<file path="config.mk">
export PLATFORM = sky130hd
export DESIGN_NAME = dvfs_round
export DESIGN_NICKNAME = d
export VERILOG_FILES = /design/src/dvfs_pkg.sv /design/src/dvfs_round.sv
export SDC_FILE = /design/constraint.sdc
export NUM_CORES = 1
export LEC_CHECK = 0
export ABC_AREA = 1
export ABC_CLOCK_PERIOD_IN_PS = 1800
export BUFFER_PORTS_ARGS = -buffer_cell sky130_fd_sc_hd__buf_2
export CAP_MARGIN = 20
export CORE_UTILIZATION = 30
export CTS_CLUSTER_DIAMETER = 50
export DETAILED_ROUTE_END_ITERATION = 7
export GPL_TIMING_DRIVEN = 0
export PLACE_DENSITY = 0.56
export SLEW_MARGIN = 20
export SYNTH_ARGS = -nofsm -noshare
export SYNTH_HDL_FRONTEND = slang
export SYNTH_SLANG_ARGS = --single-unit
</file>
<file path="constraint.sdc">
create_clock -name i_clk -period 1.8 [get_ports i_clk]
set_input_delay 0.09 -clock i_clk [delete_from_list [all_inputs] [get_ports i_clk]]
set_output_delay 0.09 -clock i_clk [all_outputs]
set_load 0.01 [all_outputs]
</file>
<file path="src/dvfs_pkg.sv">
// Shared types and constants for the spherical-to-Cartesian direction vector block.
// Holds the Q60 CORDIC constants (built at elaboration) and the rotation step.
// No dependencies.
`timescale 1ns / 1ps
`default_nettype none

package dvfs_pkg;

    localparam int Q60_W  = 64;
    localparam int Q60_FB = 60;

    localparam int CFG_IDX_W  = 2;
    localparam int CFG_DATA_W = 8;

    localparam logic [CFG_IDX_W-1:0] CFG_AZIMUTH_CLOCKWISE = 2'd0;
    localparam logic [CFG_IDX_W-1:0] CFG_POLAR_FROM_AXIS   = 2'd1;

    typedef struct packed {
        logic azimuth_clockwise;
        logic polar_from_axis;
    } t_mode;

    // One CORDIC rotator: vector, residual angle, and the half-turn fold flag.
    typedef struct packed {
        logic signed [Q60_W-1:0] x;
        logic signed [Q60_W-1:0] y;
        logic signed [Q60_W-1:0] z;
        logic                    flip;
    } t_rot;

    // Restoring shift-and-subtract division; only used while the constants are built.
    function automatic logic [Q60_W-1:0] udiv64(input logic [Q60_W-1:0] num,
                                                input logic [Q60_W-1:0] den);
        logic [Q60_W:0]   rem;
        logic [Q60_W-1:0] quo;
        rem = '0;
        quo = '0;
        for (int b = Q60_W - 1; b >= 0; b--) begin
            rem = {rem[Q60_W-1:0], num[b]};
            if (rem >= {1'b0, den}) begin
                rem    = rem - {1'b0, den};
                quo[b] = 1'b1;
            end
        end
        return quo;
    endfunction

    // Decimal digits packed as BCD, least significant digit converted first,
    // truncated to Q60.
    function automatic logic [Q60_W-1:0] q60_from_digits(input logic [75:0] bcd);
        logic [Q60_W-1:0] r;
        logic [Q60_W-1:0] d;
        r = '0;
        for (int n = 0; n < 19; n++) begin
            d = Q60_W'(bcd[4*n +: 4]);
            r = udiv64(r + (d << Q60_FB), 64'd10);
        end
        return r;
    endfunction

    localparam logic signed [Q60_W-1:0] QUARTER_PI_Q60 =
        signed'(q60_from_digits(76'h7853981633974483096));
    localparam logic signed [Q60_W-1:0] HALF_PI_Q60 = QUARTER_PI_Q60 <<< 1;
    localparam logic signed [Q60_W-1:0] PI_Q60      = QUARTER_PI_Q60 <<< 2;
    localparam logic signed [Q60_W-1:0] CORDIC_GAIN_Q60 =
        signed'(q60_from_digits(76'h6072529350088812561));

    // atan(2^-idx) in Q60 from the truncated Taylor series.
    function automatic logic [Q60_W-1:0] atan_q60(input int unsigned idx);
        logic [Q60_W-1:0] p;
        logic [Q60_W-1:0] sum;
        logic [Q60_W-1:0] term;
        logic [Q60_W-1:0] k;
        int unsigned      n;
        sum = '0;
        k   = '0;
        p   = (idx < 60) ? (64'd1 << (60 - idx)) : '0;
        for (n = 0; n < 64; n++) begin
            if (p != '0) begin
                term = udiv64(p, 64'd2 * k + 64'd1);
                sum  = k[0] ? (sum - term) : (sum + term);
                k    = k + 64'd1;
                p    = (2 * idx < 64) ? (p >> (2 * idx)) : '0;
            end
        end
        return (idx == 0) ? QUARTER_PI_Q60 : sum;
    endfunction

    // One rotation-mode step with floor shifts.
    function automatic t_rot cordic_step(input t_rot a, input int unsigned sh,
                                         input logic signed [Q60_W-1:0] ang);
        t_rot                    r;
        logic signed [Q60_W-1:0] dx;
        logic signed [Q60_W-1:0] dy;
        dx = $signed(a.y) >>> sh;
        dy = $signed(a.x) >>> sh;
        r  = a;
        if (!a.z[Q60_W-1]) begin
            r.x = a.x - dx;
            r.y = a.y + dy;
            r.z = a.z - ang;
        end else begin
            r.x = a.x + dx;
            r.y = a.y - dy;
            r.z = a.z + ang;
        end
        return r;
    endfunction

endpackage

`default_nettype wire

</file>
<file path="src/dvfs_round.sv">
// Undoes the half-turn fold and rounds the Q60 cosine and sine of both angles
// to FRAC_BITS fraction bits, saturated to [-1, 1]. Two stages. Uses dvfs_pkg.
`timescale 1ns / 1ps
`default_nettype none

module dvfs_round
    import dvfs_pkg::*;
#(
    parameter int FRAC_BITS = 16
) (
    input  wire logic                        i_clk,
    input  wire logic                        i_rst_n,
    input  wire logic                        i_valid,
    input  wire t_rot                        i_az,
    input  wire t_rot                        i_pol,
    output logic                             o_valid,
    output logic signed [FRAC_BITS+1:0]      o_cos_az,
    output logic signed [FRAC_BITS+1:0]      o_sin_az,
    output logic signed [FRAC_BITS+1:0]      o_cos_pol,
    output logic signed [FRAC_BITS+1:0]      o_sin_pol
);

    localparam int OUT_W = FRAC_BITS + 2;
    localparam int SH    = Q60_FB - FRAC_BITS;
    localparam logic signed [Q60_W-1:0] RND = 64'sd1 <<< (SH - 1);
    localparam logic signed [Q60_W-1:0] ONE = 64'sd1 <<< FRAC_BITS;

    logic                    r_valid_s1;
    logic signed [Q60_W-1:0] r_ca;
    logic signed [Q60_W-1:0] r_sa;
    logic signed [Q60_W-1:0] r_cp;
    logic signed [Q60_W-1:0] r_sp;

    logic                    r_valid_s2;
    logic signed [OUT_W-1:0] r_ca_o;
    logic signed [OUT_W-1:0] r_sa_o;
    logic signed [OUT_W-1:0] r_cp_o;
    logic signed [OUT_W-1:0] r_sp_o;

    function automatic logic signed [OUT_W-1:0] rnd(input logic signed [Q60_W-1:0] v);
        logic signed [Q60_W-1:0] t;
        logic signed [OUT_W-1:0] r;
        t = (v + RND) >>> SH;
        if (t > ONE) begin
            r = OUT_W'(ONE);
        end else if (t < -ONE) begin
            r = OUT_W'(-ONE);
        end else begin
            r = t[OUT_W-1:0];
        end
        return r;
    endfunction

    always_ff @(posedge i_clk) begin
        if (!i_rst_n) begin
            r_valid_s1 <= 1'b0;
            r_valid_s2 <= 1'b0;
        end else begin
            r_valid_s1 <= i_valid;
            r_valid_s2 <= r_valid_s1;
        end
    end

    always_ff @(posedge i_clk) begin
        r_ca   <= i_az.flip  ? -i_az.x  : i_az.x;
        r_sa   <= i_az.flip  ? -i_az.y  : i_az.y;
        r_cp   <= i_pol.flip ? -i_pol.x : i_pol.x;
        r_sp   <= i_pol.flip ? -i_pol.y : i_pol.y;
        r_ca_o <= rnd(r_ca);
        r_sa_o <= rnd(r_sa);
        r_cp_o <= rnd(r_cp);
        r_sp_o <= rnd(r_sp);
    end

    assign o_valid   = r_valid_s2;
    assign o_cos_az  = r_ca_o;
    assign o_sin_az  = r_sa_o;
    assign o_cos_pol = r_cp_o;
    assign o_sin_pol = r_sp_o;

endmodule

`default_nettype wire

</file>
==> results.yml <==
run_status:
  status: "finished, violations left"
  violations: "setup timing"
timing:
  skew_ns: 0.0110
  rsz0062_at_grt: "true"
  finalMaxSlewViolations: 0
  hold_viol: 0
  max_freq_mhz: 526
  tightest_slew_ns: 0.696
  relSlewSlack_pct: 53.6
  layout_worst_path_cycle_share_pct: 106
  setup_viol: 64
  worst_slack_ns: -0.103
  min_period_ns: 1.90
  whs_ns: 0.0990
worst_setup_path:
  worstPathRequired_ns: 2.18
  critPathCapture: "o_cos_pol[14]"
  setup.worst_path.start: "r_cp[44]"
  rr_endpoint: "o_cos_pol[14]"
  reg2regPathDepth: 14
  crit_type: "reg2reg"
  cp-end-kind: "register"
  cp-start-kind: "register"
  rr_startpoint: "r_cp[44]"
  worstPathMaxFanout: 10
  worstPathArrival_ns: 2.28
  reg2reg_slack_ns: -0.10
global_route:
  grt_pass1_vias: 12400
  grt_pass1_wl_mm: 59.9
  antenna_found_initial: 0
  grt_usage_pct: 21.0
  grt.overflow.total: 0
  grt_max_degree: 17
cts:
  cts_buffer_depth: 2
  cts_tree: "yes"
  clock_latency_ns: 0.44
  root_buffer: "clkbuf_16"
  path_clk_slew_ns: 0.07
  numCtsBuffers: 17
  ctsHtreeMaxLevel: 4
  numClockSinks: 158
logic_synthesis:
  synth_xor_xnor_area_share_pct: 7.06
  syn_inst: 1755
  synth-compound-area-share_pct: 3.74
  avgSynthCellArea_um2: 6.08
  synth_cell_types: 35
  synth.cell_area_um2: 10700
  synthAdderAreaFrac_pct: 0.469
  syn-num-nets: 2148
  muxShareOfSynthArea_pct: 0
  yosysWarnings: 0
  synth_top_family_by_area: "simple AND/OR/NAND/NOR gates"
  yosys.area_share.simple_pct: 48.9
  ys_seq_area_share_pct: 29.6
  ys_ff_latch: 158
floorplan:
  start_util_pct: 30.7
  die_h_um: 191
  core-area_um2: 34800
  io_pins: 462
  die_area_um2: 36300
  std_cell_rows: 68
  die_x_um: 191
routing:
  ant_nets: 0
  wl_per_cell_um: 14.1
  drt-pass1-iter-count: 5
  viasPerCell: 4.59
  drt_drc_violations_left: 0
  wirelength_mm: 38.1
  vias: 12400
  drt_iter0_drc: 415
cells_and_area:
  final_layout_size_suffix_gt1_share_pct: 30.2
  finalNetCount: 2629
  layout_common_cells: "nand2_1 (404), buf_2 (332), nor2_1 (288)"
  final_common_cell: "nand2_1"
  area_growth_pct: 47.4
  diodes: 0
pwr:
  total_power_mw: 11.0
  leakagePower_nw: 7.32
  ir_drop_mv: 0.475
  power.density_nw_per_um2: 697
min_path:
  hold_class: "in2reg"
place:
  dpl.hpwl_mm: 31.5
  port_buffers: 332
  gp_congestion: 0.920
job:
  cap_violations: 0
worst max-delay path: stages, from the launching register on:
cell	delay [ns]
dfxtp_4	0.37
ha_4	0.16
nand2_4	0.05
nor2_4	0.14
nand2_2	0.09
nor2_2	0.13
nand4_1	0.11
nand2_2	0.13
nand3_1	0.08
nor2_1	0.08
nand2_1	0.07
nand2_2	0.07
nand2_4	0.06
buf_12	0.16
nor2_4	0.12
registers in the layout, indices dropped and copies added, names as in the netlist:
register and cells:
o_valid 1, o_cos_pol 18, o_cos_az 18, r_cp 21, r_valid_s1 1, r_sa 21, r_ca 21, r_sp 21
o_sin_az 18, o_sin_pol 18
power by group:
group / switching [mW] / total (mW) / internal [mW]
registers: 0.279 / 4.17 / 3.89
clock network: 1.55 / 3.80 / 2.25
logic: 1.70 / 3.00 / 1.30
total: 3.53 / 11.0 / 7.43
cell usage after synthesis (all sizes together):
cell type,count,area (µm²)
a21oi,5,25.0
a31oi,2,12.5
buf,8,60.1
clkbuf,4,15.0
clkinv,2,8.75
dfxtp,158,3160
ha,4,50.1
inv,268,1010
nand2,461,1800
nand3,126,661
nand3b,14,105
nand4,70,438
nor2,402,1710
nor3,43,215
nor3b,6,45.0
nor4,33,206
o21ai,42,214
o21bai,8,60.1
o31ai,5,70.1
o41ai,2,17.5
or2,6,37.5
xnor2,33,289
xor2,53,464
cell type report:
class	instances	area (µm²)
fillers	3694	19100
multi-input cells	1315	7170
flip-flops and latches	158	3280
repair buffers	462	2980
inverters	270	1020
well taps	455	569
clock buffers	23	498
clock inverters	9	121
plain buffers	12	95.1
through the flow:
step           area, µm²  setup slack (ns)  utilization (%)  cells  TNS (ns)
2_1_floorplan      10700           0.00790                -   1755         0
3_3_place_gp       12900            -0.357             37.2   2542    -17.48
3_5_place_dp       12900            -0.397             37.2   2542    -19.54
4_1_cts            15300            -0.141             44.0   2699     -3.17
5_1_grt            15700            -0.286             45.2   2704    -12.53
6_report           15700            -0.103             45.2   2704     -3.20
kinds of logic after synthesis:
| logic type | Yosys count |
|---|---|
| AOI/OAI and AO/OA | 64 |
| xor gates and xnor gates | 86 |
| DFF | 158 |
| and+or+nand+nor | 1161 |
| buffers and inverters | 282 |
| adders and majority gates | 4 |
metal layers:
metal / wire (µm) / part of all wire [%] / track usage (%)
met5: 0 / 0 / 0
met2: 19100 / 50 / 38.7
met3: 1740 / 4.6 / 3.44
met4: 1130 / 3.0 / 8.46
met1: 16200 / 42 / 23.8
repair_timing:
item / 4_1_cts / 5_1_grt
pin swaps: 51 / 49
hold endpoints to repair: 86 / 0
cloned: 3 / 0
buffers inserted: 36 / 5
setup endpoints to repair: 64 / 75
hold buffers: 87 / 0
gates resized for setup: 162 / 119
worst min path at each step:
| stage | start | slack [ns] | to | cells after the start |
|---|---|---|---|---|
| 2_1_floorplan | i_rst_n | 0.18 | o_valid | 2 |
| 6_report | i_az[152] | 0.1 | r_ca[57] | 5 |
| 5_1_grt | i_az[152] | 0.13 | r_ca[57] | 5 |
| 4_1_cts | i_az[152] | 0.1 | r_ca[57] | 5 |
| 3_5_place_dp | i_valid | 0.27 | r_valid_s1 | 3 |
| 3_3_place_gp | i_valid | 0.27 | r_valid_s1 | 3 |
Note: power is estimated with default switching activity, not from simulation.
