### src/dvfs_pkg.sv
// Shared types and constants for the spherical-to-Cartesian direction vector block.
// Holds the Q60 CORDIC constants (built at elaboration) and the rotation step.
// No dependencies.
`timescale 1ns / 1ps
`default_nettype none

package dvfs_pkg;

    localparam int Q60_W  = 64;
    localparam int Q60_FB = 60;

    localparam int CFG_IDX_W  = 2;
    localparam int CFG_DATA_W = 8;

    localparam logic [CFG_IDX_W-1:0] CFG_AZIMUTH_CLOCKWISE = 2'd0;
    localparam logic [CFG_IDX_W-1:0] CFG_POLAR_FROM_AXIS   = 2'd1;

    typedef struct packed {
        logic azimuth_clockwise;
        logic polar_from_axis;
    } t_mode;

    // One CORDIC rotator: vector, residual angle, and the half-turn fold flag.
    typedef struct packed {
        logic signed [Q60_W-1:0] x;
        logic signed [Q60_W-1:0] y;
        logic signed [Q60_W-1:0] z;
        logic                    flip;
    } t_rot;

    // Restoring shift-and-subtract division; only used while the constants are built.
    function automatic logic [Q60_W-1:0] udiv64(input logic [Q60_W-1:0] num,
                                                input logic [Q60_W-1:0] den);
        logic [Q60_W:0]   rem;
        logic [Q60_W-1:0] quo;
        rem = '0;
        quo = '0;
        for (int b = Q60_W - 1; b >= 0; b--) begin
            rem = {rem[Q60_W-1:0], num[b]};
            if (rem >= {1'b0, den}) begin
                rem    = rem - {1'b0, den};
                quo[b] = 1'b1;
            end
        end
        return quo;
    endfunction

    // Decimal digits packed as BCD, least significant digit converted first,
    // truncated to Q60.
    function automatic logic [Q60_W-1:0] q60_from_digits(input logic [75:0] bcd);
        logic [Q60_W-1:0] r;
        logic [Q60_W-1:0] d;
        r = '0;
        for (int n = 0; n < 19; n++) begin
            d = Q60_W'(bcd[4*n +: 4]);
            r = udiv64(r + (d << Q60_FB), 64'd10);
        end
        return r;
    endfunction

    localparam logic signed [Q60_W-1:0] QUARTER_PI_Q60 =
        signed'(q60_from_digits(76'h7853981633974483096));
    localparam logic signed [Q60_W-1:0] HALF_PI_Q60 = QUARTER_PI_Q60 <<< 1;
    localparam logic signed [Q60_W-1:0] PI_Q60      = QUARTER_PI_Q60 <<< 2;
    localparam logic signed [Q60_W-1:0] CORDIC_GAIN_Q60 =
        signed'(q60_from_digits(76'h6072529350088812561));

    // atan(2^-idx) in Q60 from the truncated Taylor series.
    function automatic logic [Q60_W-1:0] atan_q60(input int unsigned idx);
        logic [Q60_W-1:0] p;
        logic [Q60_W-1:0] sum;
        logic [Q60_W-1:0] term;
        logic [Q60_W-1:0] k;
        int unsigned      n;
        sum = '0;
        k   = '0;
        p   = (idx < 60) ? (64'd1 << (60 - idx)) : '0;
        for (n = 0; n < 64; n++) begin
            if (p != '0) begin
                term = udiv64(p, 64'd2 * k + 64'd1);
                sum  = k[0] ? (sum - term) : (sum + term);
                k    = k + 64'd1;
                p    = (2 * idx < 64) ? (p >> (2 * idx)) : '0;
            end
        end
        return (idx == 0) ? QUARTER_PI_Q60 : sum;
    endfunction

    // One rotation-mode step with floor shifts.
    function automatic t_rot cordic_step(input t_rot a, input int unsigned sh,
                                         input logic signed [Q60_W-1:0] ang);
        t_rot                    r;
        logic signed [Q60_W-1:0] dx;
        logic signed [Q60_W-1:0] dy;
        dx = $signed(a.y) >>> sh;
        dy = $signed(a.x) >>> sh;
        r  = a;
        if (!a.z[Q60_W-1]) begin
            r.x = a.x - dx;
            r.y = a.y + dy;
            r.z = a.z - ang;
        end else begin
            r.x = a.x + dx;
            r.y = a.y - dy;
            r.z = a.z + ang;
        end
        return r;
    endfunction

endpackage

`default_nettype wire

### src/dvfs_combine.sv
// Forms x, y, z from the sines and cosines: picks the polar term by mode,
// multiplies, then rounds and saturates the x and y products into the output register. Uses dvfs_pkg.
`timescale 1ns / 1ps
`default_nettype none

module dvfs_combine
    import dvfs_pkg::*;
#(
    parameter int FRAC_BITS = 16
) (
    input  wire logic                        i_clk,
    input  wire logic                        i_rst_n,
    input  wire logic                        i_valid,
    input  wire t_mode                       i_mode,
    input  wire logic signed [FRAC_BITS+1:0] i_cos_az,
    input  wire logic signed [FRAC_BITS+1:0] i_sin_az,
    input  wire logic signed [FRAC_BITS+1:0] i_cos_pol,
    input  wire logic signed [FRAC_BITS+1:0] i_sin_pol,
    output logic                             o_valid,
    output logic signed [FRAC_BITS+1:0]      o_vec_x,
    output logic signed [FRAC_BITS+1:0]      o_vec_y,
    output logic signed [FRAC_BITS+1:0]      o_vec_z
);

    localparam int OUT_W = FRAC_BITS + 2;
    localparam int PW    = 2 * OUT_W;
    localparam logic signed [PW-1:0] RND = PW'(1) <<< (FRAC_BITS - 1);
    localparam logic signed [PW-1:0] ONE = PW'(1) <<< FRAC_BITS;

    logic                    r_valid_s1;
    logic signed [PW-1:0]    r_px;
    logic signed [PW-1:0]    r_py;
    logic signed [OUT_W-1:0] r_z;

    logic                    r_valid_s2;
    logic signed [OUT_W-1:0] r_x_o;
    logic signed [OUT_W-1:0] r_y_o;
    logic signed [OUT_W-1:0] r_z_o;

    logic signed [OUT_W-1:0] w_scale;
    logic signed [OUT_W-1:0] w_z;

    function automatic logic signed [OUT_W-1:0] rnd(input logic signed [PW-1:0] v);
        logic signed [PW-1:0]    t;
        logic signed [OUT_W-1:0] r;
        t = (v + RND) >>> FRAC_BITS;
        if (t > ONE) begin
            r = OUT_W'(ONE);
        end else if (t < -ONE) begin
            r = OUT_W'(-ONE);
        end else begin
            r = t[OUT_W-1:0];
        end
        return r;
    endfunction

    // From the pole axis the roles of sine and cosine of the polar angle swap.
    assign w_scale = i_mode.polar_from_axis ? i_sin_pol : i_cos_pol;
    assign w_z     = i_mode.polar_from_axis ? i_cos_pol : i_sin_pol;

    always_ff @(posedge i_clk) begin
        if (!i_rst_n) begin
            r_valid_s1 <= 1'b0;
            r_valid_s2 <= 1'b0;
        end else begin
            r_valid_s1 <= i_valid;
            r_valid_s2 <= r_valid_s1;
        end
    end

    always_ff @(posedge i_clk) begin
        r_px  <= PW'(w_scale) * PW'(i_cos_az);
        r_py  <= PW'(w_scale) * PW'(i_sin_az);
        r_z   <= w_z;
        r_x_o <= rnd(r_px);
        r_y_o <= rnd(r_py);
        r_z_o <= r_z;
    end

    assign o_valid = r_valid_s2;
    assign o_vec_x = r_x_o;
    assign o_vec_y = r_y_o;
    assign o_vec_z = r_z_o;

endmodule

`default_nettype wire
### config.mk
export PLATFORM = sky130hd
export DESIGN_NAME = dvfs_combine
export DESIGN_NICKNAME = d
export VERILOG_FILES = /design/src/dvfs_pkg.sv /design/src/dvfs_combine.sv
export SDC_FILE = /design/constraint.sdc
export NUM_CORES = 2
export LEC_CHECK = 0
export BUFFER_PORTS_ARGS = -buffer_cell sky130_fd_sc_hd__buf_4
export CAP_MARGIN = 30
export CORE_MARGIN = 2
export CORE_UTILIZATION = 30
export CTS_CLUSTER_SIZE = 40
export DETAILED_ROUTE_END_ITERATION = 10
export PLACE_DENSITY = 0.46
export SLEW_MARGIN = 30
export SYNTH_ARGS = -nofsm -noshare
export SYNTH_HDL_FRONTEND = slang
export SYNTH_SLANG_ARGS = --single-unit
### constraint.sdc
create_clock -name i_clk -period 9 [get_ports i_clk]
set_clock_uncertainty 0.15 [all_clocks]
set_input_delay 1.8 -clock i_clk [delete_from_list [all_inputs] [get_ports i_clk]]
set_output_delay 1.8 -clock i_clk [all_outputs]
set_load 0.01 [all_outputs]
==> impl_results.md <==
* # IOs at ~130
* Vias/cell at approximately 4.4
* CTS Hold Bufs at 0
* Synth cell types at 68
* Largest fanout on the critical path at 13
* Routed WL at 69900 um
* Synth Warn # at 0
* Port bufs at 130
* Seq/Total Area, Yosys at 0.0844
* First-pass GRT wire length at approximately 120000 um
* ANT nets after route at 0
* Pre-antenna DRT Iters at 4
* CP endpoint kind: register
* Multi-input logic area at 0.0220 sq mm
* Htree depth at 4
* Antenna diodes at 0
* Fmax at 120 MHz
* Synth top area cells: fa_1 48%, inv_1 10%, dfxtp_1 8.4%, ha_1 8.1%, and2_1 7.4%
* Initial antenna violation count at 9
* Layout cells sized above 1 at 0.0987
* Fin. Hold Viols at 0
* Post-CTS Setup Repair Bufs at 0
* # rows at 111
* Clock root cell: clkbuf_16
* Number of global-route vias before repair at 20800
* Avg Synthesized Cell Area at 9.36 sq um
* Post-synth ARST share at 0
* Width of the die at about 310 um
* Initial core utilization at 0.302
* Synth-to-layout area growth at 11.8%
* Dominant cell type by area after synthesis: fa_1
* Die Ht at ~310 um
* Post-cts sizing count at 0
* Fin cells at approximately 4300
* Seq cells post-synth at 116
* WL/cell at about 16 um
* Worst-path clk slew at 70 ps
* Least-Margin Pin Slew at 836 ps
* Sink Count at 116
* Core Region at 0.0912 sq mm
* Total number of vias at about 19000
* Mapped Cells at a little under 3000
* Final setup fails at 0
* RSZ-0062 raised after global routing: no
* Pins over their slew limit at 0
* Worst hold slack at 173 ps
* Placed cells at 4223
* GR Overflow Total at 0
* Layout Nets at 3967
* Skew-Pair Late Insertion Delay at 500 ps
* Die area at 0.0942 sq mm
* CP Launch Type: input pin
* Max-Cap Viols at 0
* Register area at 0.00232 sq mm
* Clock Path Buffers at 2
* Hold/Removal Path Class: register to register
* Overall routing resource usage at 0.159
* Max-slew headroom at 0.439
* Crit path time final at 8300 ps
* DPL Wire Length at 59400 um
* Synth top area share at 0.477
* Top_reg_cell synth: dfxtp_1
* CP arrival at 8580 ps
* Setup TNS at 0 ps
* Syn Std Cell Area at 0.0275 sq mm
* Fin crit share at 0.923
* CTS Buf Count at 17
* Residual DRC count at 0
* TritonCTS clock tree: built
* EDFF count, synth at 0
* Crit path required time at 9270 ps
* Status: finished, final reports clean
* DR iter-0 viols at between 600 and 700
* Largest net degree at the start of global routing at 19
* Final RePlAce weighted congestion at 0.776
* WS Path Type: input pin to register
* # fillers at 9473
* Post-Syn Nets at 3850
[critical path, cell delays in order]
cell and delay, ps:
buf_4 170, mux2_2 540, buf_4 280, nand2_1 150, fa_1 560, inv_1 70, fa_1 600, fa_1 480
fa_1 520, fa_1 490, inv_1 50, fa_1 470, inv_1 40, ha_1 180, a21o_1 180, a21o_1 180
a2111oi_0 600, buf_4 210, and4_1 260, a211oi_1 110, o21a_1 240, o21ai_0 210, o31a_1 170
[layout by cell type, fill, tap and decap left out, types with 4 or more instances in the layout]
cell type | netlist | final
xnor2_1 | 60 | 60
mux2i_1 | 4 | 4
clkinvlp_4 | 0 | 4
o21a_1 | 13 | 13
or2_2 | 7 | 7
nand2_1 | 327 | 327
nor3_1 | 25 | 25
and2_1 | 324 | 324
a21o_1 | 20 | 20
clkbuf_16 | 0 | 17
dfxtp_1 | 116 | 116
a211oi_1 | 7 | 7
nor4_1 | 6 | 6
a31oi_1 | 6 | 6
inv_1 | 742 | 742
nor2b_1 | 5 | 5
ha_1 | 178 | 178
nand3_1 | 21 | 21
nor2_1 | 98 | 98
o21ai_0 | 19 | 19
buf_4 | 0 | 208
mux2_2 | 38 | 38
xor2_1 | 30 | 30
and4_1 | 6 | 6
fa_1 | 656 | 656
nand2b_1 | 5 | 5
a21oi_1 | 32 | 32
and3_1 | 8 | 8
nand4_1 | 15 | 15
[routing by layer]
layer,GRT usage,wire (um),part of all wire,vias to the layer above
met5,0,77,0.0011,-
met4,0.0327,844,0.012,12
met3,0.0249,2520,0.036,52
met2,0.267,33400,0.48,231
met1,0.216,33000,0.47,9519
li1,-,-,-,8786
[sequential cells by signal, summed over array words and instances, names as in the netlist]
signal      cells
o_valid         1
r_z            18
o_vec_y        18
r_py           21
r_valid_s1      1
o_vec_z        18
r_px           21
o_vec_x        18
[path summary, 6_finish.rpt]
path / from / end / slack, ps / depth (start not counted)
worst max-delay path: i_mode[0] / r_py[33] / 700 / 23
worst min-delay path: r_z[16] / o_vec_z[16] / 170 / 0
worst max register to register: r_py[16] / o_vec_y[0] / 5720 / 9
worst min register to register: r_z[16] / o_vec_z[16] / 170 / 0
[area by class of cell]
type	count	area share
clock buffers	18	0.0143
clock inverters	14	0.00496
inverters	743	0.0907
multi-input cells	1968	0.714
flip-flops and latches	116	0.0755
well taps	1186	0.0483
repair buffers	210	0.0521
[kinds of logic (layout without fill, tap and decap cells)]
group           count (synthesis)  in the layout  synth area share
xor+xnor                       90             90            0.0286
buf+inv                       855            985             0.117
flops                         116            116            0.0844
mux                            43             43            0.0174
simple gates                  864            864             0.159
fa+ha+maj                     834            834             0.558
compound gates                137            137            0.0348
[stage by stage]
stage,utilization,setup WS (ps),instance area (sq um)
2_1_floorplan,-,356,27500
3_3_place_gp,0.331,200,30200
3_5_place_dp,0.331,193,30200
4_1_cts,0.337,718,30800
5_1_grt,0.337,263,30800
6_report,0.337,697,30800
[cell usage after synthesis (2+ instances only)]
cell       instances
nand3b_1           2
o21bai_1           3
xor2_1            30
dfxtp_1          116
nor4_1             6
clkbuf_1          98
o21ai_1            2
o41a_1             3
buf_6              2
buf_1             10
nor3_1            25
nor4_4             3
or2_2              7
o21a_1            13
o31ai_1            3
a211oi_1           7
a31oi_1            6
a21o_1            20
and4_1             6
nor2_1            98
o211ai_1           2
fa_1             656
nor2b_1            5
mux2i_1            4
a21oi_1           32
nand4_1           15
o41ai_1            3
nand2_1          327
nand4_2            2
nand2b_1           5
a2111oi_0          3
and3_1             8
nand3_1           21
mux2_2            38
ha_1             178
and2_1           324
a31o_2             3
xnor2_1           60
or3_1              2
o21ai_0           19
inv_1            742
a211o_1            2
o31a_1             3
Power is left out: the tool's default activity adds up to more than one toggle a clock period on the data nets, which glitch-free logic cannot reach.
