## config.mk

```make
export PLATFORM = sky130hd
export DESIGN_NAME = dvfs_prep
export DESIGN_NICKNAME = d
export VERILOG_FILES = /design/src/dvfs_pkg.sv /design/src/dvfs_prep.sv
export SDC_FILE = /design/constraint.sdc
export NUM_CORES = 1
export LEC_CHECK = 0
export BUFFER_PORTS_ARGS = -buffer_cell sky130_fd_sc_hd__buf_2
export CAP_MARGIN = 20
export CORE_AREA = 2 2 166 168
export DETAILED_ROUTE_END_ITERATION = 7
export DIE_AREA = 0 0 168 170
export GPL_ROUTABILITY_DRIVEN = 0
export SETUP_SLACK_MARGIN = 0.3
export SLEW_MARGIN = 15
export SYNTH_ARGS = -nofsm -noshare
export SYNTH_HDL_FRONTEND = slang
export SYNTH_SLANG_ARGS = --single-unit
export TNS_END_PERCENT = 20
```

## constraint.sdc

```tcl
create_clock -name i_clk -period 5.37 [get_ports i_clk]
set_input_delay 1.074 -clock i_clk [delete_from_list [all_inputs] [get_ports i_clk]]
set_output_delay 1.074 -clock i_clk [all_outputs]
set_load 0.01 [all_outputs]
```

## src/dvfs_pkg.sv

```systemverilog
// Shared types and constants for the spherical-to-Cartesian direction vector block.
// Holds the Q60 CORDIC constants (built at elaboration) and the rotation step.
// No dependencies.
`timescale 1ns / 1ps
`default_nettype none

package dvfs_pkg;

    localparam int Q60_W  = 64;
    localparam int Q60_FB = 60;

    localparam int CFG_IDX_W  = 2;
    localparam int CFG_DATA_W = 8;

    localparam logic [CFG_IDX_W-1:0] CFG_AZIMUTH_CLOCKWISE = 2'd0;
    localparam logic [CFG_IDX_W-1:0] CFG_POLAR_FROM_AXIS   = 2'd1;

    typedef struct packed {
        logic azimuth_clockwise;
        logic polar_from_axis;
    } t_mode;

    // One CORDIC rotator: vector, residual angle, and the half-turn fold flag.
    typedef struct packed {
        logic signed [Q60_W-1:0] x;
        logic signed [Q60_W-1:0] y;
        logic signed [Q60_W-1:0] z;
        logic                    flip;
    } t_rot;

    // Restoring shift-and-subtract division; only used while the constants are built.
    function automatic logic [Q60_W-1:0] udiv64(input logic [Q60_W-1:0] num,
                                                input logic [Q60_W-1:0] den);
        logic [Q60_W:0]   rem;
        logic [Q60_W-1:0] quo;
        rem = '0;
        quo = '0;
        for (int b = Q60_W - 1; b >= 0; b--) begin
            rem = {rem[Q60_W-1:0], num[b]};
            if (rem >= {1'b0, den}) begin
                rem    = rem - {1'b0, den};
                quo[b] = 1'b1;
            end
        end
        return quo;
    endfunction

    // Decimal digits packed as BCD, least significant digit converted first,
    // truncated to Q60.
    function automatic logic [Q60_W-1:0] q60_from_digits(input logic [75:0] bcd);
        logic [Q60_W-1:0] r;
        logic [Q60_W-1:0] d;
        r = '0;
        for (int n = 0; n < 19; n++) begin
            d = Q60_W'(bcd[4*n +: 4]);
            r = udiv64(r + (d << Q60_FB), 64'd10);
        end
        return r;
    endfunction

    localparam logic signed [Q60_W-1:0] QUARTER_PI_Q60 =
        signed'(q60_from_digits(76'h7853981633974483096));
    localparam logic signed [Q60_W-1:0] HALF_PI_Q60 = QUARTER_PI_Q60 <<< 1;
    localparam logic signed [Q60_W-1:0] PI_Q60      = QUARTER_PI_Q60 <<< 2;
    localparam logic signed [Q60_W-1:0] CORDIC_GAIN_Q60 =
        signed'(q60_from_digits(76'h6072529350088812561));

    // atan(2^-idx) in Q60 from the truncated Taylor series.
    function automatic logic [Q60_W-1:0] atan_q60(input int unsigned idx);
        logic [Q60_W-1:0] p;
        logic [Q60_W-1:0] sum;
        logic [Q60_W-1:0] term;
        logic [Q60_W-1:0] k;
        int unsigned      n;
        sum = '0;
        k   = '0;
        p   = (idx < 60) ? (64'd1 << (60 - idx)) : '0;
        for (n = 0; n < 64; n++) begin
            if (p != '0) begin
                term = udiv64(p, 64'd2 * k + 64'd1);
                sum  = k[0] ? (sum - term) : (sum + term);
                k    = k + 64'd1;
                p    = (2 * idx < 64) ? (p >> (2 * idx)) : '0;
            end
        end
        return (idx == 0) ? QUARTER_PI_Q60 : sum;
    endfunction

    // One rotation-mode step with floor shifts.
    function automatic t_rot cordic_step(input t_rot a, input int unsigned sh,
                                         input logic signed [Q60_W-1:0] ang);
        t_rot                    r;
        logic signed [Q60_W-1:0] dx;
        logic signed [Q60_W-1:0] dy;
        dx = $signed(a.y) >>> sh;
        dy = $signed(a.x) >>> sh;
        r  = a;
        if (!a.z[Q60_W-1]) begin
            r.x = a.x - dx;
            r.y = a.y + dy;
            r.z = a.z - ang;
        end else begin
            r.x = a.x + dx;
            r.y = a.y - dy;
            r.z = a.z + ang;
        end
        return r;
    endfunction

endpackage

`default_nettype wire

```

## src/dvfs_prep.sv

```systemverilog
// Angle preparation: scales both angles to Q60, applies the azimuth sense,
// and folds each into [-pi/2, pi/2]. Two register stages. Uses dvfs_pkg.
`timescale 1ns / 1ps
`default_nettype none

module dvfs_prep
    import dvfs_pkg::*;
#(
    parameter int FRAC_BITS = 16
) (
    input  wire logic                         i_clk,
    input  wire logic                         i_rst_n,
    input  wire logic                         i_valid,
    input  wire logic signed [FRAC_BITS+2:0]  i_azimuth_angle,
    input  wire logic signed [FRAC_BITS+2:0]  i_polar_angle,
    input  wire t_mode                        i_mode,
    output logic                              o_valid,
    output t_rot                              o_az,
    output t_rot                              o_pol
);

    localparam int SH = Q60_FB - FRAC_BITS;

    logic                    r_valid_s1;
    logic signed [Q60_W-1:0] r_az_q60;
    logic signed [Q60_W-1:0] r_pol_q60;
    logic signed [Q60_W-1:0] n_az_q60;

    logic                    r_valid_s2;
    t_rot                    r_az;
    t_rot                    r_pol;

    function automatic t_rot fold(input logic signed [Q60_W-1:0] ang);
        t_rot r;
        r.x    = CORDIC_GAIN_Q60;
        r.y    = '0;
        r.z    = ang;
        r.flip = 1'b0;
        if (ang > HALF_PI_Q60) begin
            r.z    = ang - PI_Q60;
            r.flip = 1'b1;
        end else if (ang < -HALF_PI_Q60) begin
            r.z    = ang + PI_Q60;
            r.flip = 1'b1;
        end
        return r;
    endfunction

    always_comb begin
        n_az_q60 = Q60_W'(i_azimuth_angle) <<< SH;
        if (i_mode.azimuth_clockwise) begin
            n_az_q60 = -n_az_q60;
        end
    end

    always_ff @(posedge i_clk) begin
        if (!i_rst_n) begin
            r_valid_s1 <= 1'b0;
            r_valid_s2 <= 1'b0;
        end else begin
            r_valid_s1 <= i_valid;
            r_valid_s2 <= r_valid_s1;
        end
    end

    always_ff @(posedge i_clk) begin
        r_az_q60  <= n_az_q60;
        r_pol_q60 <= Q60_W'(i_polar_angle) <<< SH;
        r_az      <= fold(r_az_q60);
        r_pol     <= fold(r_pol_q60);
    end

    assign o_valid = r_valid_s2;
    assign o_az    = r_az;
    assign o_pol   = r_pol;

endmodule

`default_nettype wire

```

==> flow_summary.rst, run 1 <==
.. list-table::
   :header-rows: 1

   * - Metric
     - Value
   * - Wire length of the first global-routing pass
     - 16,200 um
   * - Internal power contribution
     - 1.26 mW
   * - FF+latch count, synth
     - 87
   * - Initial antenna violation count
     - 0
   * - Number of global-route vias before repair
     - 2,987
   * - Switching part of the total power
     - roughly 33%
   * - Family with the most delay on the worst path
     - simple AND/OR/NAND/NOR gates
   * - Sum Neg Setup Slack
     - 0 ns
   * - Startpoint types
     - input port
   * - CP peak stage delay
     - between 0.5 and 0.6 ns
   * - Final setup fails
     - 0
   * - Slew Limit Fails
     - 0
   * - Total GRT Usage
     - 7.44%
   * - H-tree levels
     - 3
   * - Clock transition at the register clock pins on the worst setup and hold paths after CTS
     - ~0.060 ns
   * - Relative contribution of combinational cells to total power
     - between 20 and 25%
   * - Synth unique cells
     - a little under 60
   * - Signal arrival time at the worst endpoint
     - ~3.0 ns
   * - CTS Sinks
     - between 80 and 90
   * - Initial standard-cell utilization of the core
     - a little under a quarter
   * - Sequential cell fraction of total power
     - a little over two fifths
   * - Router iterations before antenna repair
     - 4
   * - Unrepaired setup endpoints after global routing
     - false
   * - Buffer type at the clock tree root
     - sky130_fd_sc_hd__clkbuf_16
   * - Largest fanout on the critical path
     - 4
   * - Worst-path cell chain
     - buf_2 > or4_4 > or3_4 > or4_4 > o41ai_4 > xnor2_1
   * - Worst Hold Class
     - reg2reg
   * - Area of the die
     - ~0.029 mm^2
   * - Final core utilization
     - around 23%
   * - Peak supply drop
     - 0.125 mV
   * - Area of the mapped netlist
     - 0.00622 mm^2
   * - Instance count of the mapped netlist
     - roughly 730
   * - Maximum clock frequency
     - approximately 370 MHz
   * - Number of buffers and inverters on the critical path
     - 1
   * - Setup clock skew after layout
     - approximately 0.0044 ns
   * - Number of violations of the max-capacitance limit
     - 0
   * - Ratio of routed vias to standard cells
     - roughly 3.4
   * - Die H
     - 170 um
   * - Nets
     - 858
   * - Post-detailed-placement half-perimeter wirelength
     - a little over 10,000 um
   * - Row cnt
     - 60
   * - Growth of design area from synthesis to finish
     - -1.65%
   * - Power density over the cells
     - approximately 310 mW/mm^2
   * - EDFF count, synth
     - 0
   * - Drt initial violations
     - about 240
   * - ANT cells
     - 0
   * - R2r setup slk
     - 2.85 ns
   * - Final period utilization
     - 51.0%
   * - Average size of a mapped cell
     - about 8.5 um^2
   * - Fraction of registers with async set or reset after synthesis
     - 0%
   * - Data required time of the worst path
     - ~5.6 ns
   * - Final worst path period need
     - 2.74 ns
   * - Type of the worst setup path
     - in2reg
   * - Total of buffers placed on input and output ports
     - between 150 and 200
   * - Worst Hold Depth
     - 1
   * - Static Leak
     - 3.09 nW
   * - Detailed-route DRC error count
     - 0
   * - Worst-Margin Slew
     - about 0.86 ns
   * - Largest net degree at the start of global routing
     - 27
   * - Worst skew pair latency
     - about 0.34 ns
   * - Most used flip-flop cell after synthesis
     - sky130_fd_sc_hd__dfxtp_1
   * - Sw Pwr
     - between 600 and 700 uW
   * - Die Span X
     - between 150 and 200 um
   * - Hold buffers post-CTS
     - 0
   * - Sequential fraction of the synthesis area
     - roughly 28%
   * - Final count of hold timing violations
     - 0
   * - Finished Cell Area
     - 0.00612 mm^2
   * - Buffer count from post-CTS setup fixing
     - 0
   * - Global-route congestion overflow total
     - 0
   * - Power share of the clock group
     - between 30% and 40%
   * - Number of clock buffers inserted by TritonCTS
     - 9
   * - Residual antenna-violating net count after detailed routing
     - 0
   * - Clock Path Buffers
     - 2
   * - Post-detailed-placement cell area
     - about 0.0058 mm^2
   * - Crit. End Element
     - flop
   * - Critical path's slowest cell
     - sky130_fd_sc_hd__or4_4
   * - Crit-path most repeated cell
     - sky130_fd_sc_hd__or4_4
   * - Cells on worst reg2reg path
     - 6
   * - Count of cells resized by post-cts repair
     - 0
   * - Status
     - finished clean
   * - Relative slew slack
     - 42.4%
   * - Routed vias
     - 3,960
   * - Path length in cells of the critical path
     - 6
   * - Top-level port count
     - 430
   * - CTS tree
     - yes
   * - Routed wire per std cell
     - between 10 and 15 um
   * - CORE AREA
     - between 0.02 and 0.03 mm^2
   * - Wire length after detailed routing
     - about 12,000 um
   * - Fill cell instance count of the final layout
     - between 2k and 3k
   * - Total of warnings raised by yosys
     - 0
   * - Ratio of cells with drive above 1 in the final layout
     - between 20 and 25%
[worst reg2reg max path, delay by kind of cell, from the launching register on]
| family | cells | cell delay [ns] |
|---|---|---|
| AOI/OAI and AO/OA | 3 | 1.22 |
| and+or+nand+nor | 1 | 0.44 |
| DFF | 1 | 0.38 |
| buffers and inverters | 1 | 0.20 |
| xor gates and xnor gates | 1 | 0.19 |
[power groups by stage]
stage / Clock [mW] / Sequential, mW / Combinational, mW
5_1_grt: 0.672 / 0.815 / 0.513
3_3_place_gp: 0 / 0.813 / 0.470
6_report: 0.618 / 0.800 / 0.466
4_1_cts: 0.643 / 0.801 / 0.473
3_5_place_dp: 0 / 0.816 / 0.472
2_1_floorplan: 0 / 0.815 / 0.497
[layout make-up]
cell class	instances	area (um^2)	area share, %
clock buffer	9	225	3.68
clock inverter	6	71.3	1.17
inverter	20	75.1	1.23
multi-input combinational	520	2730	44.6
sequential	87	1740	28.5
tap	341	427	6.98
timing repair buffer	169	848	13.9
[cell usage after synthesis, types with 2 or more instances]
cell type / number / area (um^2)
sky130_fd_sc_hd__o41ai_1: 4 / 35.0
sky130_fd_sc_hd__or2_2: 2 / 12.5
sky130_fd_sc_hd__a22oi_1: 3 / 22.5
sky130_fd_sc_hd__nand3_1: 9 / 45.0
sky130_fd_sc_hd__o31a_1: 2 / 17.5
sky130_fd_sc_hd__nand4_1: 5 / 31.3
sky130_fd_sc_hd__or4_4: 2 / 22.5
sky130_fd_sc_hd__nand2b_1: 3 / 18.8
sky130_fd_sc_hd__ha_1: 8 / 100
sky130_fd_sc_hd__nor4_1: 9 / 56.3
sky130_fd_sc_hd__or4_1: 2 / 15.0
sky130_fd_sc_hd__inv_2: 3 / 11.3
sky130_fd_sc_hd__and2_1: 4 / 25.0
sky130_fd_sc_hd__o31ai_1: 7 / 52.6
sky130_fd_sc_hd__nand2_1: 39 / 146
sky130_fd_sc_hd__o211ai_1: 2 / 15.0
sky130_fd_sc_hd__a31oi_1: 8 / 50.1
sky130_fd_sc_hd__or3_1: 6 / 37.5
sky130_fd_sc_hd__a211o_1: 2 / 17.5
sky130_fd_sc_hd__nor2_1: 16 / 60.1
sky130_fd_sc_hd__dfxtp_1: 87 / 1740
sky130_fd_sc_hd__conb_1: 2 / 7.51
sky130_fd_sc_hd__o22ai_1: 2 / 12.5
sky130_fd_sc_hd__mux2i_1: 3 / 30.0
sky130_fd_sc_hd__nor3_1: 5 / 25.0
sky130_fd_sc_hd__xnor2_1: 44 / 385
sky130_fd_sc_hd__xor2_1: 7 / 61.3
sky130_fd_sc_hd__a41o_1: 2 / 20.0
sky130_fd_sc_hd__o21ai_0: 19 / 95.1
sky130_fd_sc_hd__o21ai_1: 4 / 20.0
sky130_fd_sc_hd__a21oi_1: 14 / 70.1
sky130_fd_sc_hd__clkbuf_1: 20 / 75.1
sky130_fd_sc_hd__inv_1: 17 / 63.8
sky130_fd_sc_hd__buf_4: 340 / 2550
sky130_fd_sc_hd__a2bb2oi_1: 2 / 17.5
sky130_fd_sc_hd__a32oi_1: 4 / 35.0
[metrics by stage]
| step | setup slack, ns | std cells | total power, mW | hold WS [ns] |
|---|---|---|---|---|
| after floorplan | 2.50 | 989 | 1.31 | 0.412 |
| after global placement | 2.31 | 1137 | 1.28 | 0.427 |
| after detailed placement | 2.29 | 1137 | 1.29 | 0.437 |
| after CTS | 2.66 | 1152 | 1.92 | 0.456 |
| after global routing | 2.60 | 1152 | 2.00 | 0.482 |
| final | 2.63 | 1152 | 1.88 | 0.452 |
[logic make-up after synthesis]
group	count (synthesis)	share of synthesized area (%)
flops	87	28.0
xor+xnor	51	7.18
buf+inv	382	43.7
fa+ha+maj	8	1.61
other cells	2	0.121
mux	3	0.483
compound gates	87	9.76
simple gates	111	9.13
[per-layer routing]
layer  global-route usage [%]  vias up  share of wire, %
li1                         -     1943                 -
met1                     7.67     1800                36
met2                     14.2      205                56
met3                     2.05       12               7.1
met4                     3.02        0               1.4
met5                        0        -                 0
[layout by cell type (no fill, tap or decap), types with 3 or more instances in the layout]
| cell type | netlist | final |
|---|---|---|
| sky130_fd_sc_hd__a21oi_1 | 14 | 14 |
| sky130_fd_sc_hd__a22oi_1 | 3 | 3 |
| sky130_fd_sc_hd__a31oi_1 | 8 | 8 |
| sky130_fd_sc_hd__a32oi_1 | 4 | 4 |
| sky130_fd_sc_hd__and2_1 | 4 | 4 |
| sky130_fd_sc_hd__buf_2 | 0 | 168 |
| sky130_fd_sc_hd__clkbuf_16 | 0 | 9 |
| sky130_fd_sc_hd__conb_1 | 2 | 260 |
| sky130_fd_sc_hd__dfxtp_1 | 87 | 87 |
| sky130_fd_sc_hd__ha_1 | 8 | 8 |
| sky130_fd_sc_hd__inv_1 | 17 | 17 |
| sky130_fd_sc_hd__inv_2 | 3 | 3 |
| sky130_fd_sc_hd__mux2i_1 | 3 | 3 |
| sky130_fd_sc_hd__nand2_1 | 39 | 39 |
| sky130_fd_sc_hd__nand2b_1 | 3 | 3 |
| sky130_fd_sc_hd__nand3_1 | 9 | 9 |
| sky130_fd_sc_hd__nand4_1 | 5 | 5 |
| sky130_fd_sc_hd__nor2_1 | 16 | 16 |
| sky130_fd_sc_hd__nor3_1 | 5 | 5 |
| sky130_fd_sc_hd__nor4_1 | 9 | 9 |
| sky130_fd_sc_hd__o21ai_0 | 19 | 19 |
| sky130_fd_sc_hd__o21ai_1 | 4 | 4 |
| sky130_fd_sc_hd__o31ai_1 | 7 | 7 |
| sky130_fd_sc_hd__o41ai_1 | 4 | 4 |
| sky130_fd_sc_hd__or3_1 | 6 | 6 |
| sky130_fd_sc_hd__xnor2_1 | 44 | 44 |
| sky130_fd_sc_hd__xor2_1 | 7 | 7 |
[state kept, by name, summed over array words and instances (netlist names)]
signal,count
o_az,23
o_pol,23
o_valid,1
r_az_q60,20
r_pol_q60,19
r_valid_s1,1
[final timing paths]
| path | endpoint | start |
|---|---|---|
| hold reg to reg | o_valid | r_valid_s1 |
| hold / removal | o_valid | r_valid_s1 |
| setup reg to reg | o_pol[56] | r_pol_q60[51] |
| setup / recovery | r_az_q60[59] | i_azimuth_angle[6] |
(Power assumes the default switching activity.)
==> run 2, diff against run 1 <==
clock period = 2.4 ns   (was 5.37 ns; I/O delays follow)
==> run 2 against run 1 <==
  * Worst setup slack worse by 2.3 ns
  * Non-clock buffer count up 10
  * Sequential share of layout area down 0.37 points
  * Cell area up 1.5%
  * Hold slack worse by 0.22 ns
  * Critical path type unchanged
==> flow_summary.rst, run 2 (synthesis results as in run 1) <==
.. list-table::
   :header-rows: 1

   * - Metric
     - Value
   * - Status
     - finished clean
   * - Residual antenna-violating net count after detailed routing
     - 0 (unchanged)
   * - Routed vias
     - 3,984 (+0.61%)
   * - Nets
     - 868 (+1.2%)
   * - Number of buffers and inverters on the critical path
     - 1 (unchanged)
   * - Row cnt
     - 60 (unchanged)
   * - CTS Sinks
     - 87 (unchanged)
   * - CORE AREA
     - 0.0267 mm^2 (unchanged)
   * - H-tree levels
     - 3 (unchanged)
   * - Setup slack at placement
     - -0.0589 ns (-2.35 ns)
   * - Crit-path most repeated cell
     - sky130_fd_sc_hd__or4_4
   * - Signal arrival time at the worst endpoint
     - 2.33 ns (-0.67 ns)
   * - Most frequent cells in the layout
     - 260 x sky130_fd_sc_hd__conb_1, 168 x sky130_fd_sc_hd__buf_2, 85 x sky130_fd_sc_hd__dfxtp_1
   * - Growth of design area from synthesis to finish
     - -0.221%
   * - Final period utilization
     - between 80 and 90%
   * - Relative contribution of combinational cells to total power
     - 25.5% (+0.8 points)
   * - Detailed-route DRC error count
     - 0 (unchanged)
   * - Final worst path period need
     - approximately 2.1 ns
   * - Clock Path Buffers
     - 2 (unchanged)
   * - Sequential cell fraction of total power
     - 43.2% (+0.7 points)
   * - Worst Hold Class
     - in2reg
   * - CP peak stage delay
     - 0.53 ns (-0.02 ns)
   * - Router iterations before antenna repair
     - 6 (+2)
   * - Clock transition at the register clock pins on the worst setup and hold paths after CTS
     - 0.07 ns (about the same)
   * - Count of placed standard cells in the final layout, fillers left out
     - 1,163 (+0.95%)
   * - Wire length after detailed routing
     - 12,100 um (+0.21%)
   * - Peak supply drop
     - 0.293 mV (+130%)
   * - Most common cell after layout, fill and taps aside
     - sky130_fd_sc_hd__conb_1
   * - Critical path's slowest cell
     - sky130_fd_sc_hd__or4_4
   * - Family with the most delay on the worst path
     - simple AND/OR/NAND/NOR gates
   * - Number of global-route vias before repair
     - 3,074 (+2.9%)
   * - Unrepaired setup endpoints after global routing
     - true
   * - Sw Pwr
     - 1.42 mW (+130%)
   * - Max layer used
     - met4
   * - Largest fanout on the critical path
     - 4 (unchanged)
   * - Final core utilization
     - 23.3% (+0.33 points)
   * - Fill cell instance count of the final layout
     - 2,897 (-0.38%)
   * - Relative slew slack
     - 57.9% (+15 points)
   * - Routed wire per std cell
     - 10.4 um (-0.73%)
   * - Type of the worst setup path
     - in2reg
   * - Drt initial violations
     - 314 (+33%)
   * - Power share of the clock group
     - 31.3% (-1.5 points)
   * - Wire length of the first global-routing pass
     - 16,800 um (+3.6%)
   * - Startpoint types
     - input port
   * - Tightest hold margin
     - 0.236 ns (-0.216 ns)
   * - Global-route congestion overflow total
     - 0 (unchanged)
   * - Number of violations of the max-capacitance limit
     - 0 (unchanged)
   * - Data required time of the worst path
     - 2.62 ns (-3.01 ns)
   * - Final setup fails
     - 0 (unchanged)
   * - Worst-Margin Slew
     - 0.631 ns (-0.232 ns)
   * - Static Leak
     - 3.13 nW (+1.4%)
   * - Met3 wire len
     - 911 um (+6.4%)
   * - Internal power contribution
     - 2.73 mW (+120%)
   * - Initial antenna violation count
     - 0 (unchanged)
   * - ANT cells
     - 0 (unchanged)
   * - Power density over the cells
     - 670 mW/mm^2 (+120%)
   * - Largest net degree at the start of global routing
     - 27 (unchanged)
   * - Total of buffers placed on input and output ports
     - 168 (unchanged)
   * - Hold buffers post-CTS
     - 0 (unchanged)
   * - Ratio of routed vias to standard cells
     - 3.43 (-0.35%)
   * - Top-level port count
     - 430 (unchanged)
   * - Maximum clock frequency
     - around 470 MHz
   * - Slew Limit Fails
     - 0 (unchanged)
   * - Crit. End Element
     - flop
   * - CTS tree
     - yes
   * - Buffer type at the clock tree root
     - sky130_fd_sc_hd__clkbuf_16
   * - Post-detailed-placement half-perimeter wirelength
     - 10,100 um (-0.16%)
   * - Total power draw
     - 4.15 mW (+120%)
   * - Die Span X
     - 168 um (unchanged)
   * - Inst Count DP
     - 1,146 (+0.79%)
   * - Total GRT Usage
     - 7.61% (+0.16 points)
   * - Setup clock skew after layout
     - 0.00738 ns (+0.00300 ns)
   * - Worst-path cell chain
     - buf_2 > or4_4 > or3_4 > or4_4 > o41ai_4 > xnor2_1
   * - Combined area of the multi-input logic cells
     - 0.00275 mm^2 (+0.78%)
   * - Post-route worst setup slack
     - 0.293 ns (-2.34 ns)
   * - Met2 wirelength from detailed routing
     - 6820 um (+0.60%)
   * - Worst skew pair latency
     - 0.34 ns (about the same)
   * - Ratio of cells with drive above 1 in the final layout
     - 25.8% (+1.7 points)
   * - Register Area
     - 0.00174 mm^2 (+0.14%)
   * - Initial standard-cell utilization of the core
     - 23.3% (unchanged)
   * - Die H
     - 170 um (unchanged)
   * - Detailed-route wire length on metal 1
     - 4290 um (-0.60%)
   * - Final count of hold timing violations
     - 0 (unchanged)
   * - Number of clock buffers inserted by TritonCTS
     - 9 (unchanged)
   * - Area of the die
     - 0.0286 mm^2 (unchanged)
   * - Switching part of the total power
     - 34.2% (+0.83 points)
-- run 2: changes by cell type in the layout (fill, tap and decap cells not counted), moves of 2 or more --
cell	before	now
sky130_fd_sc_hd__ha_2	0	2
sky130_fd_sc_hd__buf_4	1	10
sky130_fd_sc_hd__dfxtp_1	87	85
sky130_fd_sc_hd__inv_6	1	3
sky130_fd_sc_hd__dfxtp_2	0	2
sky130_fd_sc_hd__ha_1	8	6
-- run 2: what timing repair did --
action / 4_1_cts / 5_1_grt
pin swaps: 0 / 3
gates resized for setup: 2 / 9
buffers inserted: 0 / 1
endpoints found under the setup margin: 6 / 23
-- run 2: area by class of cell --
| type | count | area share (%) |
|---|---|---|
| clock inverter | 6 | 0.827 |
| inverter | 20 | 1.25 |
| multi-input combinational | 520 | 44.3 |
| clock buffer | 10 | 3.69 |
| sequential | 87 | 28.1 |
| timing repair buffer | 179 | 14.9 |
| tap | 341 | 6.88 |
-- run 2: worst paths after layout --
path | from | endpoint | slack, ns | cells past startpoint
worst max-delay path | i_azimuth_angle[6] | r_az_q60[59] | 0.29 | 6
worst min-delay path | i_polar_angle[2] | r_pol_q60[46] | 0.24 | 1
worst max register to register | r_pol_q60[48] | o_pol[50] | 0.35 | 6
worst min register to register | r_valid_s1 | o_valid | 0.45 | 1
-- run 2: stage by stage --
step | instance area [um^2] | setup TNS, ns
after floorplan | 7190 | 0
after global placement | 5890 | -0.00776
after detailed placement | 5890 | -0.0681
after CTS | 6180 | 0
after global routing | 6200 | 0
final | 6200 | 0
-- run 2: power groups by stage --
stage,Combinational (mW),Sequential (mW),Clock (mW)
after floorplan,1.11,1.82,0
after global placement,1.06,1.82,0
after detailed placement,1.07,1.83,0
after CTS,1.07,1.80,1.35
after global routing,1.17,1.83,1.42
final,1.06,1.79,1.30
-- run 2: routing by layer --
layer	up-vias	global-route usage, %
met1	1818	7.95
met5	-	0
met2	197	14.4
li1	1961	-
met4	0	2.68
met3	8	2.35
-- run 2: worst reg2reg max path: stages (launching register included) --
cell                      delay, ns
sky130_fd_sc_hd__dfxtp_1       0.34
sky130_fd_sc_hd__or3_1         0.37
sky130_fd_sc_hd__o211a_1       0.25
sky130_fd_sc_hd__o21ai_1       0.16
sky130_fd_sc_hd__nand3_1       0.27
sky130_fd_sc_hd__or3_1         0.41
sky130_fd_sc_hd__xnor2_1       0.13
